**src/ritt_pkg.sv**
```systemverilog
// shared types, constants and the digit character table for the radix text converter
// no dependencies; used by every module under src
package ritt_pkg;

    localparam int VALUE_W       = 31;
    localparam int DIGIT_W       = 4;
    localparam int PAIR_W        = 2;
    localparam int FEED_W        = 32;
    localparam int STEPS         = FEED_W / PAIR_W;
    localparam int STEP_W        = $clog2(STEPS);
    localparam int RADIX_W       = 8;
    localparam int RADIX_LO_W    = 5;
    localparam int FW_W          = 5;
    localparam int CH_W          = 8;
    localparam int COUNT_W       = 4;
    localparam int S_TDATA_W     = 32;
    localparam int M_TDATA_W     = 16;
    localparam int CFG_ADDR_W    = 1;
    localparam int CFG_DATA_W    = 8;
    localparam int MAX_WIDTH_DEF = 16;

    localparam logic [RADIX_W-1:0] RADIX_MIN   = 8'd2;
    localparam logic [RADIX_W-1:0] RADIX_MAX   = 8'd16;
    localparam logic [RADIX_W-1:0] RADIX_RESET = 8'd10;
    localparam logic [FW_W-1:0]    FW_RESET    = 5'd10;

    localparam logic [CH_W-1:0] CHAR_SPACE = 8'h20;
    localparam logic [CH_W-1:0] CHAR_NUL   = 8'h00;

    localparam logic [CFG_ADDR_W-1:0] REG_RADIX       = 1'b0;
    localparam logic [CFG_ADDR_W-1:0] REG_FIELD_WIDTH = 1'b1;

    // step marker that travels along the cell row with each pair of value bits
    typedef struct packed {
        logic act;
        logic first;
        logic fin;
    } tok_t;

    function automatic logic [CH_W-1:0] digit_char(input logic [DIGIT_W-1:0] d);
        logic [CH_W-1:0] c;
        case (d)
            4'h0: c = 8'h30;
            4'h1: c = 8'h31;
            4'h2: c = 8'h32;
            4'h3: c = 8'h33;
            4'h4: c = 8'h34;
            4'h5: c = 8'h35;
            4'h6: c = 8'h36;
            4'h7: c = 8'h37;
            4'h8: c = 8'h38;
            4'h9: c = 8'h39;
            4'hA: c = 8'h41;
            4'hB: c = 8'h42;
            4'hC: c = 8'h43;
            4'hD: c = 8'h44;
            4'hE: c = 8'h45;
            4'hF: c = 8'h46;
            default: c = CHAR_SPACE;
        endcase
        return c;
    endfunction

endpackage

```
**src/ritt_cell.sv**
```systemverilog
// one digit cell of the conversion row: keeps one radix digit, takes two value bits'
// worth of carry from the cell below and hands its own carry upwards; uses ritt_pkg
module ritt_cell #(
    parameter int NC  = ritt_pkg::MAX_WIDTH_DEF - 1,
    parameter int IDX = 0
) (
    input  logic                               aclk,
    input  logic                               aresetn,
    input  logic                               en,
    input  logic [ritt_pkg::RADIX_LO_W-1:0]    radix_lo,
    input  ritt_pkg::tok_t                     tok_in,
    input  logic [ritt_pkg::PAIR_W-1:0]        carry_in,
    input  logic [NC*ritt_pkg::DIGIT_W-1:0]    res_in,
    output ritt_pkg::tok_t                     tok_out,
    output logic [ritt_pkg::PAIR_W-1:0]        carry_out,
    output logic [NC*ritt_pkg::DIGIT_W-1:0]    res_out
);

    ritt_pkg::tok_t                        tok_out_reg;
    logic [ritt_pkg::PAIR_W-1:0]           carry_out_reg;
    logic [NC*ritt_pkg::DIGIT_W-1:0]       res_out_reg;
    logic [ritt_pkg::DIGIT_W-1:0]          digit_reg;

    logic [ritt_pkg::DIGIT_W-1:0]          base;
    logic [6:0]                            t7;
    logic [6:0]                            r1;
    logic [6:0]                            r2;
    logic [6:0]                            r3;
    logic [6:0]                            rem;
    logic [ritt_pkg::PAIR_W-1:0]           q;
    logic [ritt_pkg::DIGIT_W-1:0]          digit_next;
    logic [NC*ritt_pkg::DIGIT_W-1:0]       res_next;

    // t = 4 * digit + carry, then t = q * radix + new digit with q below four
    always_comb begin
        base = tok_in.first ? '0 : digit_reg;
        t7   = {1'b0, base, carry_in};
        r1   = {2'b00, radix_lo};
        r2   = {r1[5:0], 1'b0};
        r3   = r2 + r1;
        if (t7 >= r3) begin
            q   = 2'd3;
            rem = t7 - r3;
        end else if (t7 >= r2) begin
            q   = 2'd2;
            rem = t7 - r2;
        end else if (t7 >= r1) begin
            q   = 2'd1;
            rem = t7 - r1;
        end else begin
            q   = 2'd0;
            rem = t7;
        end
        digit_next = rem[ritt_pkg::DIGIT_W-1:0];
        res_next   = res_in;
        if (tok_in.act && tok_in.fin) begin
            res_next[IDX*ritt_pkg::DIGIT_W +: ritt_pkg::DIGIT_W] = digit_next;
        end
    end

    always_ff @(posedge aclk) begin
        if (!aresetn) begin
            tok_out_reg <= '0;
        end else if (en) begin
            tok_out_reg <= tok_in;
        end
    end

    always_ff @(posedge aclk) begin
        if (en) begin
            carry_out_reg <= q;
            res_out_reg   <= res_next;
            if (tok_in.act) begin
                digit_reg <= digit_next;
            end
        end
    end

    assign tok_out   = tok_out_reg;
    assign carry_out = carry_out_reg;
    assign res_out   = res_out_reg;

endmodule

```
**src/ritt_emit.sv**
```systemverilog
// field formatter and character sender: takes the finished digit row, works out
// leading spaces, count and error, and sends one character per cycle unless stalled; uses ritt_pkg
module ritt_emit #(
    parameter int MAX_WIDTH = ritt_pkg::MAX_WIDTH_DEF
) (
    input  logic                                        aclk,
    input  logic                                        aresetn,
    input  logic [ritt_pkg::RADIX_W-1:0]                radix,
    input  logic [ritt_pkg::FW_W-1:0]                   field_width,
    input  logic                                        cap_valid,
    input  logic [(MAX_WIDTH-1)*ritt_pkg::DIGIT_W-1:0]  cap_digits,
    input  logic                                        cap_ovf,
    output logic                                        cap_ready,
    output logic                                        m_tvalid,
    input  logic                                        m_tready,
    output logic [ritt_pkg::M_TDATA_W-1:0]              m_tdata,
    output logic                                        m_tlast,
    output logic                                        m_tuser
);

    localparam int NC = MAX_WIDTH - 1;
    localparam int CW = $clog2(NC + 1);
    localparam int DW = ritt_pkg::DIGIT_W;

    logic                                pend_valid_reg;
    logic [ritt_pkg::FW_W-1:0]           pend_pos_reg;
    logic [NC*DW-1:0]                    pend_digits_reg;
    logic [NC-1:0]                       pend_show_reg;
    logic [ritt_pkg::FW_W-1:0]           pend_wl_reg;
    logic [ritt_pkg::COUNT_W-1:0]        pend_count_reg;
    logic                                pend_err_reg;
    logic                                pend_zw_reg;

    logic                                m_tvalid_reg;
    logic [ritt_pkg::CH_W-1:0]           m_ch_reg;
    logic                                m_chv_reg;
    logic                                m_last_reg;
    logic [ritt_pkg::COUNT_W-1:0]        m_cnt_reg;
    logic                                m_err_reg;

    logic                                cap_zw;
    logic [ritt_pkg::FW_W-1:0]           cap_wl;
    logic                                rad_ok;
    logic                                multi;
    logic [NC-1:0]                       nz;
    logic [NC:0]                         shown_ext;
    logic [NC-1:0]                       cap_show;
    logic [CW-1:0]                       cnt_sum;
    logic                                err_hit;
    logic                                cap_err;
    logic [ritt_pkg::COUNT_W-1:0]        cap_count;

    logic                                out_free;
    logic                                issue;
    logic                                pos_last;
    logic [DW-1:0]                       sel_d;
    logic                                sel_s;
    logic [ritt_pkg::CH_W-1:0]           ch_next;
    logic                                chv_next;
    logic [ritt_pkg::COUNT_W-1:0]        cnt_next;
    logic                                err_next;

    // capture side: a digit is shown while anything at or above it is non-zero
    always_comb begin
        cap_zw  = (field_width == '0);
        cap_wl  = (int'(field_width) > MAX_WIDTH) ? ritt_pkg::FW_W'(MAX_WIDTH) : field_width;
        rad_ok  = (radix >= ritt_pkg::RADIX_MIN) && (radix <= ritt_pkg::RADIX_MAX);
        multi   = (int'(cap_wl) >= 2);
        cnt_sum = '0;
        err_hit = 1'b0;
        for (int k = 0; k < NC; k++) begin
            nz[k] = (cap_digits[k*DW +: DW] != '0);
        end
        shown_ext[NC] = cap_ovf;
        for (int k = 0; k < NC; k++) begin
            shown_ext[k] = cap_ovf || (|(nz >> k));
        end
        for (int k = 0; k < NC; k++) begin
            cap_show[k] = shown_ext[k] && (k < int'(cap_wl) - 1) && rad_ok && multi;
            cnt_sum     = cnt_sum + CW'(cap_show[k]);
        end
        for (int k = 0; k <= NC; k++) begin
            if (k == int'(cap_wl) - 1) begin
                err_hit = shown_ext[k];
            end
        end
        cap_err   = cap_zw || (multi && (!rad_ok || err_hit));
        cap_count = cap_zw ? '0 : ritt_pkg::COUNT_W'(cnt_sum);
    end

    // send side
    always_comb begin
        sel_d = '0;
        sel_s = 1'b0;
        for (int k = 0; k < NC; k++) begin
            if (k == int'(pend_wl_reg) - 2 - int'(pend_pos_reg)) begin
                sel_d = pend_digits_reg[k*DW +: DW];
                sel_s = pend_show_reg[k];
            end
        end
        pos_last  = pend_zw_reg || (pend_pos_reg == pend_wl_reg - 1'b1);
        out_free  = !m_tvalid_reg || m_tready;
        issue     = pend_valid_reg && out_free;
        cap_ready = !pend_valid_reg || (issue && pos_last);
        if (pos_last) begin
            ch_next  = ritt_pkg::CHAR_NUL;
            chv_next = !pend_zw_reg;
            cnt_next = pend_count_reg;
            err_next = pend_err_reg;
        end else begin
            ch_next  = sel_s ? ritt_pkg::digit_char(sel_d) : ritt_pkg::CHAR_SPACE;
            chv_next = 1'b1;
            cnt_next = '0;
            err_next = 1'b0;
        end
    end

    always_ff @(posedge aclk) begin
        if (!aresetn) begin
            pend_valid_reg <= 1'b0;
            pend_pos_reg   <= '0;
            m_tvalid_reg   <= 1'b0;
        end else begin
            if (issue) begin
                m_tvalid_reg <= 1'b1;
            end else if (out_free) begin
                m_tvalid_reg <= 1'b0;
            end
            if (cap_valid && cap_ready) begin
                pend_valid_reg <= 1'b1;
                pend_pos_reg   <= '0;
            end else if (issue && pos_last) begin
                pend_valid_reg <= 1'b0;
                pend_pos_reg   <= '0;
            end else if (issue) begin
                pend_pos_reg <= pend_pos_reg + 1'b1;
            end
        end
    end

    always_ff @(posedge aclk) begin
        if (cap_valid && cap_ready) begin
            pend_digits_reg <= cap_digits;
            pend_show_reg   <= cap_show;
            pend_wl_reg     <= cap_wl;
            pend_count_reg  <= cap_count;
            pend_err_reg    <= cap_err;
            pend_zw_reg     <= cap_zw;
        end
        if (issue) begin
            m_ch_reg   <= ch_next;
            m_chv_reg  <= chv_next;
            m_last_reg <= pos_last;
            m_cnt_reg  <= cnt_next;
            m_err_reg  <= err_next;
        end
    end

    assign m_tvalid = m_tvalid_reg;
    assign m_tlast  = m_last_reg;
    assign m_tuser  = m_chv_reg;
    assign m_tdata  = {{(ritt_pkg::M_TDATA_W - ritt_pkg::CH_W - ritt_pkg::COUNT_W - 1){1'b0}},
                       m_err_reg, m_cnt_reg, m_ch_reg};

    a_capture_loads: assert property (@(posedge aclk) disable iff (!aresetn)
        cap_valid && cap_ready |=> pend_valid_reg && (pend_pos_reg == '0))
        else $error("captured row did not start at the first position");

    a_pos_in_field: assert property (@(posedge aclk) disable iff (!aresetn)
        pend_valid_reg && !pend_zw_reg |-> pend_pos_reg < pend_wl_reg)
        else $error("send position ran past the field");

    a_empty_flags: assert property (@(posedge aclk) disable iff (!aresetn)
        m_tvalid_reg && !m_chv_reg |-> m_last_reg && m_err_reg)
        else $error("empty item not marked last with error");

endmodule

```
**src/radix_integer_to_text.sv**
```systemverilog
// top level of the radix integer-to-text converter: input shifter, digit cell row,
// configuration registers and the formatter; uses ritt_pkg, ritt_cell and ritt_emit
//
// usage
// - s_ channel: one item is a 31-bit non-negative value in s_tdata[30:0]
// - m_ channel: per item, field_width characters (at most MAX_WIDTH) left to right
//   (spaces, digits, then a NUL marked by m_tlast); a zero field width gives one empty
//   item with m_tuser low. digit count and error are meaningful on the m_tlast item only
// - cfg port: cfg_we with cfg_addr 0 writes the radix, 1 the field width; write
//   only while the block is idle. reset puts both at 10
// - the value enters the cell row two bits a cycle while the row is not frozen, most
//   significant first, so an item occupies the input until its last pair is in; items
//   follow back to back, and the row holds several at once, skewed by one cell per cycle
// - after the first character of an item, the rest follow at one character per cycle
//   while the receiver keeps taking them
// - a stalled receiver first fills the one-item formatter buffer; when the row
//   then finishes another item the whole row and the input freeze until room
// - reset clears the item markers in the row, the buffer and the output valid;
//   no item is lost or repeated across a stall
module radix_integer_to_text #(
    parameter int MAX_WIDTH = ritt_pkg::MAX_WIDTH_DEF
) (
    input  logic                                 aclk,
    input  logic                                 aresetn,
    // configuration write port
    input  logic                                 cfg_we,
    input  logic [ritt_pkg::CFG_ADDR_W-1:0]      cfg_addr,
    input  logic [ritt_pkg::CFG_DATA_W-1:0]      cfg_wdata,
    // input items
    input  logic                                 s_tvalid,
    output logic                                 s_tready,
    input  logic [ritt_pkg::S_TDATA_W-1:0]       s_tdata,   // [30:0] value, [31] zero
    // result items
    output logic                                 m_tvalid,
    input  logic                                 m_tready,
    output logic [ritt_pkg::M_TDATA_W-1:0]       m_tdata,   // [7:0] ch, [11:8] digit_count,
                                                            // [12] error, [15:13] zero
    output logic                                 m_tlast,   // last
    output logic                                 m_tuser    // ch_valid
);

    localparam int NC = MAX_WIDTH - 1;
    localparam int DW = ritt_pkg::DIGIT_W;

    // configuration
    logic [ritt_pkg::RADIX_W-1:0]       radix_reg;
    logic [ritt_pkg::FW_W-1:0]          fw_reg;

    // input shifter
    logic                               busy_reg;
    logic [ritt_pkg::STEP_W-1:0]        cnt_reg;
    logic [ritt_pkg::FEED_W-1:0]        sh_reg;

    // overflow out of the top cell, gathered over one item
    logic                               ovf_acc_reg;

    ritt_pkg::tok_t                     tok_l [0:NC];
    logic [ritt_pkg::PAIR_W-1:0]        car_l [0:NC];
    logic [NC*DW-1:0]                   res_l [0:NC];

    logic                               en;
    logic                               accept;
    logic                               feed_done;
    logic                               cap_due;
    logic                               cap_ready;
    logic                               cap_ovf;
    logic                               ovf_base;

    always_ff @(posedge aclk) begin
        if (!aresetn) begin
            radix_reg <= ritt_pkg::RADIX_RESET;
            fw_reg    <= ritt_pkg::FW_RESET;
        end else if (cfg_we) begin
            case (cfg_addr)
                ritt_pkg::REG_RADIX:       radix_reg <= cfg_wdata;
                ritt_pkg::REG_FIELD_WIDTH: fw_reg    <= cfg_wdata[ritt_pkg::FW_W-1:0];
                default: ;
            endcase
        end
    end

    // the row moves as one; it only holds while a finished item waits for the formatter
    assign cap_due   = tok_l[NC].act && tok_l[NC].fin;
    assign en        = !(cap_due && !cap_ready);
    assign feed_done = (cnt_reg == ritt_pkg::STEP_W'(ritt_pkg::STEPS - 1));
    assign s_tready  = en && (!busy_reg || feed_done);
    assign accept    = s_tvalid && s_tready;

    always_ff @(posedge aclk) begin
        if (!aresetn) begin
            busy_reg <= 1'b0;
            cnt_reg  <= '0;
        end else if (accept) begin
            busy_reg <= 1'b1;
            cnt_reg  <= '0;
        end else if (en && busy_reg) begin
            cnt_reg <= cnt_reg + 1'b1;
            if (feed_done) begin
                busy_reg <= 1'b0;
            end
        end
    end

    always_ff @(posedge aclk) begin
        if (accept) begin
            sh_reg <= {{(ritt_pkg::FEED_W - ritt_pkg::VALUE_W){1'b0}},
                       s_tdata[ritt_pkg::VALUE_W-1:0]};
        end else if (en && busy_reg) begin
            sh_reg <= {sh_reg[ritt_pkg::FEED_W-ritt_pkg::PAIR_W-1:0], {ritt_pkg::PAIR_W{1'b0}}};
        end
    end

    // bottom of the row: next bit pair of the value, marked first and final step
    assign tok_l[0].act   = busy_reg;
    assign tok_l[0].first = (cnt_reg == '0);
    assign tok_l[0].fin   = feed_done;
    assign car_l[0]       = sh_reg[ritt_pkg::FEED_W-1 -: ritt_pkg::PAIR_W];
    assign res_l[0]       = '0;

    for (genvar i = 0; i < NC; i++) begin : g_cell
        ritt_cell #(
            .NC  (NC),
            .IDX (i)
        ) u_cell (
            .aclk      (aclk),
            .aresetn   (aresetn),
            .en        (en),
            .radix_lo  (radix_reg[ritt_pkg::RADIX_LO_W-1:0]),
            .tok_in    (tok_l[i]),
            .carry_in  (car_l[i]),
            .res_in    (res_l[i]),
            .tok_out   (tok_l[i+1]),
            .carry_out (car_l[i+1]),
            .res_out   (res_l[i+1])
        );
    end

    // any carry leaving the top cell means the value needs more digits than the row
    assign ovf_base = tok_l[NC].first ? 1'b0 : ovf_acc_reg;
    assign cap_ovf  = ovf_base || (car_l[NC] != '0);

    always_ff @(posedge aclk) begin
        if (!aresetn) begin
            ovf_acc_reg <= 1'b0;
        end else if (en && tok_l[NC].act) begin
            ovf_acc_reg <= cap_ovf;
        end
    end

    ritt_emit #(
        .MAX_WIDTH (MAX_WIDTH)
    ) u_emit (
        .aclk        (aclk),
        .aresetn     (aresetn),
        .radix       (radix_reg),
        .field_width (fw_reg),
        .cap_valid   (cap_due),
        .cap_digits  (res_l[NC]),
        .cap_ovf     (cap_ovf),
        .cap_ready   (cap_ready),
        .m_tvalid    (m_tvalid),
        .m_tready    (m_tready),
        .m_tdata     (m_tdata),
        .m_tlast     (m_tlast),
        .m_tuser     (m_tuser)
    );

    a_accept_starts_feed: assert property (@(posedge aclk) disable iff (!aresetn)
        accept |=> busy_reg && (cnt_reg == '0))
        else $error("accepted item did not start the shifter");

    a_stall_blocks_input: assert property (@(posedge aclk) disable iff (!aresetn)
        cap_due && !cap_ready |-> !s_tready)
        else $error("input taken while the cell row is frozen");

    a_stall_holds_feed: assert property (@(posedge aclk) disable iff (!aresetn)
        busy_reg && !en |=> $stable(cnt_reg) && $stable(sh_reg))
        else $error("shifter moved while the cell row is frozen");

endmodule

```
**config.mk**
```make
export PLATFORM = sky130hd
export DESIGN_NAME = radix_integer_to_text
export DESIGN_NICKNAME = d
export VERILOG_FILES = /design/src/ritt_pkg.sv /design/src/ritt_cell.sv /design/src/ritt_emit.sv /design/src/radix_integer_to_text.sv
export SDC_FILE = /design/constraint.sdc
export NUM_CORES = 1
export LEC_CHECK = 0
export BUFFER_PORTS_ARGS = -buffer_cell sky130_fd_sc_hd__buf_4
export CAP_MARGIN = 25
export CELL_PAD_IN_SITES_DETAIL_PLACEMENT = 1
export CELL_PAD_IN_SITES_GLOBAL_PLACEMENT = 2
export CORE_AREA = 4 4 308 310
export DETAILED_ROUTE_END_ITERATION = 10
export DIE_AREA = 0 0 312 314
export PLACE_DENSITY = 0.8
export SYNTH_ARGS = -nofsm -noshare
export SYNTH_HDL_FRONTEND = slang
export SYNTH_SLANG_ARGS = --single-unit
```
**constraint.sdc**
```tcl
create_clock -name aclk -period 24.2 [get_ports aclk]
set_input_delay 4.84 -clock aclk [delete_from_list [all_inputs] [get_ports aclk]]
set_output_delay 4.84 -clock aclk [all_outputs]
set_load 0.01 [all_outputs]
```
==> out/metrics.cfg <==
[run_status]
status = finished, final reports clean

[clock_network]
cts_setup_buffers = 0
cts_tree = done
cts_resized = 0
clock_latency_ns = 0.63
cts.hold.buffers_added = 0
htreeDepth = 3
cts_buffers = 81
clk_pin_slew_ns = 0.06
cts.sinks = 773
ctsRootBufferMaster = clkbuf_16
cts_buffer_depth = 3

[final_layout]
fin_util = 0.4506
drive_gt1_frac = 0.1279
n_antenna_cell = 0
largest_register_ff_count = 480
areaGrowthSynthToFinish_pct = 13.14
fillCellCount = 9213
layout.nets = 3052

[floorplan]
fp-row-count = 111
die_w_um = 312
core_area_um2 = 91660
dieHeight_um = 314
initial_core_util = 0.3983
die_area_um2 = 97970
num_io_pins = 66

[sta]
post-route-period-util = 0.4655
clock.fmax_ghz = 0.08877
hold_violations = 0
maxSlewHeadroom = 0.1959
setup_viol = 0
slew_violations = 0
min_period_ns = 11.26
grt_setup_unrepaired = false
finClkSkew_ns = 0.01946
tns_ns = 0
holdWs_ns = 0.4032
finalWorstSetupSlack_ns = 12.94
tightestPinTransition_ns = 1.206

[hold_path]
hold_class = register to register
hold-path-cell-count = 0
min_to = g_cell[11].u_cell.res_out[13]$_DFFE_PN_
hold_start = g_cell[10].u_cell.res_out[13]$_DFFE_PN_

[placement]
hpwlAfterDp_um = 55990
pre_cts_slack_ns = 12.93
port_buffers = 60
gp_congestion = 0.8353

[synthesis]
async_flop_share = 0
synth_area_leaders = edfxtp_1, ha_1, dfxtp_1
synth_edf_count = 701
synthFlopType = edfxtp_1
yosys.area.top_type = edfxtp_1
yosysSeqAreaShare = 0.6161
avgSynthCellArea_um2 = 14.27
synth.most_common_cell = edfxtp_1
synth.distinct_cells = 76
yosys-top-cells-count = edfxtp_1, ha_1, nand2_1, a21o_1, inv_1
syn_area_um2 = 36510
synth_top_area_frac = 0.5766
synth-seq-cells = 773
synthCells = 2559
yosysWarningCount = 0

[setup_path]
critical_path_arrival_ns = 6.42
r2r_slack_ns = 17.67
r2r-end = u_emit.pend_count_reg[3]$_SDFFCE_PP0P_
cp_max_fo = 21
worst_setup_path_start_kind = primary input
end_kind = output pin
path_delay_family = buffers and inverters
required_ns = 19.36
timing.critical_path.cells = buf_4 > nor2b_1 > nor2b_2 > buf_4 > a21oi_4 > buf_4 > a21oi_1 > buf_4
path_buf_inv = 4
cpMostUsedCell = buf_4
reg2reg_depth = 19
worstSetupPathType = primary input to output pin
max_stage_delay_ns = 0.49
rr_startpoint = g_cell[14].u_cell.res_out[53]$_DFFE_PN_
slowest_stage = a21oi_1

[grt]
grt-ovfl-total = 0
grt_first_pass_wirelength_um = 128700
track_usage = 0.1666
grt_pass1_vias = 22460
antenna_found_initial = 0
grt_max_degree = 200

[detailed_routing]
vias = 20540
post-route-drc-count = 0
drtIter0Drc = 1230
via_per_inst = 5.215
drt-total-wl_um = 81310
drtAntennaViolNets = 0
avgRoutedWirePerCell_um = 20.64
dr.pass1.iters = 5

[job]
maxCapViolations = 0

[pwr]
p_leak_nw = 18.02
power-per-cell-area_nw_per_um2 = 79.76
ir_drop_mv = 0.04575

## cell families after synthesis
kind of cell               count (synthesis)  synth area share
DFF                                      773            0.6161
and+or+nand+nor                          512           0.07324
AOI/OAI and AO/OA                        454           0.08469
adders and majority gates                320            0.1212
buffers and inverters                    202           0.02180
muxes                                    197           0.05891
xor gates and xnor gates                 100           0.02399
other                                      1         0.0001027
## layout make-up
class | count | area, µm² | share of cell area
clock inverter | 38 | 426.7 | 0.01033
multi-input combinational | 1587 | 13320 | 0.3225
clock buffer | 112 | 2267 | 0.05489
tap | 1186 | 1484 | 0.03593
timing repair buffer | 91 | 735.7 | 0.01781
sequential | 773 | 22490 | 0.5446
inverter | 152 | 578.1 | 0.01400
## worst reg2reg max path, delay by kind of cell (launching register included)
family / cells / cell delay (ns)
flops: 1 / 0.41
fa+ha+maj: 6 / 2.57
compound gates: 3 / 0.71
buf+inv: 2 / 0.10
xor+xnor: 1 / 0.18
simple gates: 7 / 2.28
## worst max path at each step
stage	from	endpoint	slack, ns	cells after the start
finish	m_tready	s_tready	12.94	8
global route	m_tready	s_tready	12.84	8
CTS	m_tready	s_tready	12.92	8
detailed placement	m_tready	s_tready	12.93	8
global placement	m_tready	s_tready	12.92	8
floorplan	m_tready	g_cell[0].u_cell.carry_out[0]$_SDFFCE_PN1N_	3.15	6
## layout by cell type (no fill, tap or decap), types with 20 or more instances in the layout
| master | Yosys | final |
|---|---|---|
| ha_1 | 264 | 263 |
| clkbuf_16 | 0 | 84 |
| buf_4 | 5 | 88 |
| edfxtp_1 | 701 | 701 |
| a21boi_0 | 68 | 68 |
| nor2_1 | 67 | 67 |
| xnor2_1 | 69 | 67 |
| mux2i_1 | 99 | 99 |
| mux2_2 | 93 | 93 |
| dfxtp_1 | 72 | 71 |
| clkbuf_1 | 34 | 22 |
| xor2_1 | 31 | 30 |
| nand3_1 | 20 | 20 |
| and3_1 | 67 | 67 |
| o21ai_0 | 60 | 59 |
| nor2b_1 | 57 | 56 |
| nand2b_1 | 50 | 50 |
| nand2_1 | 160 | 160 |
| a21o_1 | 158 | 158 |
| a21oi_1 | 77 | 75 |
| fa_1 | 56 | 56 |
| inv_1 | 151 | 151 |
## routing by layer
layer | GRT usage | wire length, µm
met3 | 0.02232 | 2141
met4 | 0.04475 | 1961
met1 | 0.2091 | 35170
met5 | 0 | 0
met2 | 0.3032 | 42030
## per-stage QoR
step / power (mW) / instance area [µm²] / instances
floorplan: 1.921 / 36520 / 2562
global placement: 2.050 / 38550 / 3786
detailed placement: 2.085 / 38550 / 3787
CTS: 3.341 / 41250 / 3937
global route: 3.461 / 41300 / 3939
finish: 3.294 / 41300 / 3939
## where the power goes
part / internal [mW] / total, mW / switching [mW]
clock: 0.734 / 1.24 / 0.509
combinational: 0.247 / 0.544 / 0.297
sequential: 1.49 / 1.51 / 0.0181
total: 2.47 / 3.29 / 0.824
No activity file was read; power rests on OpenSTA's default activity.
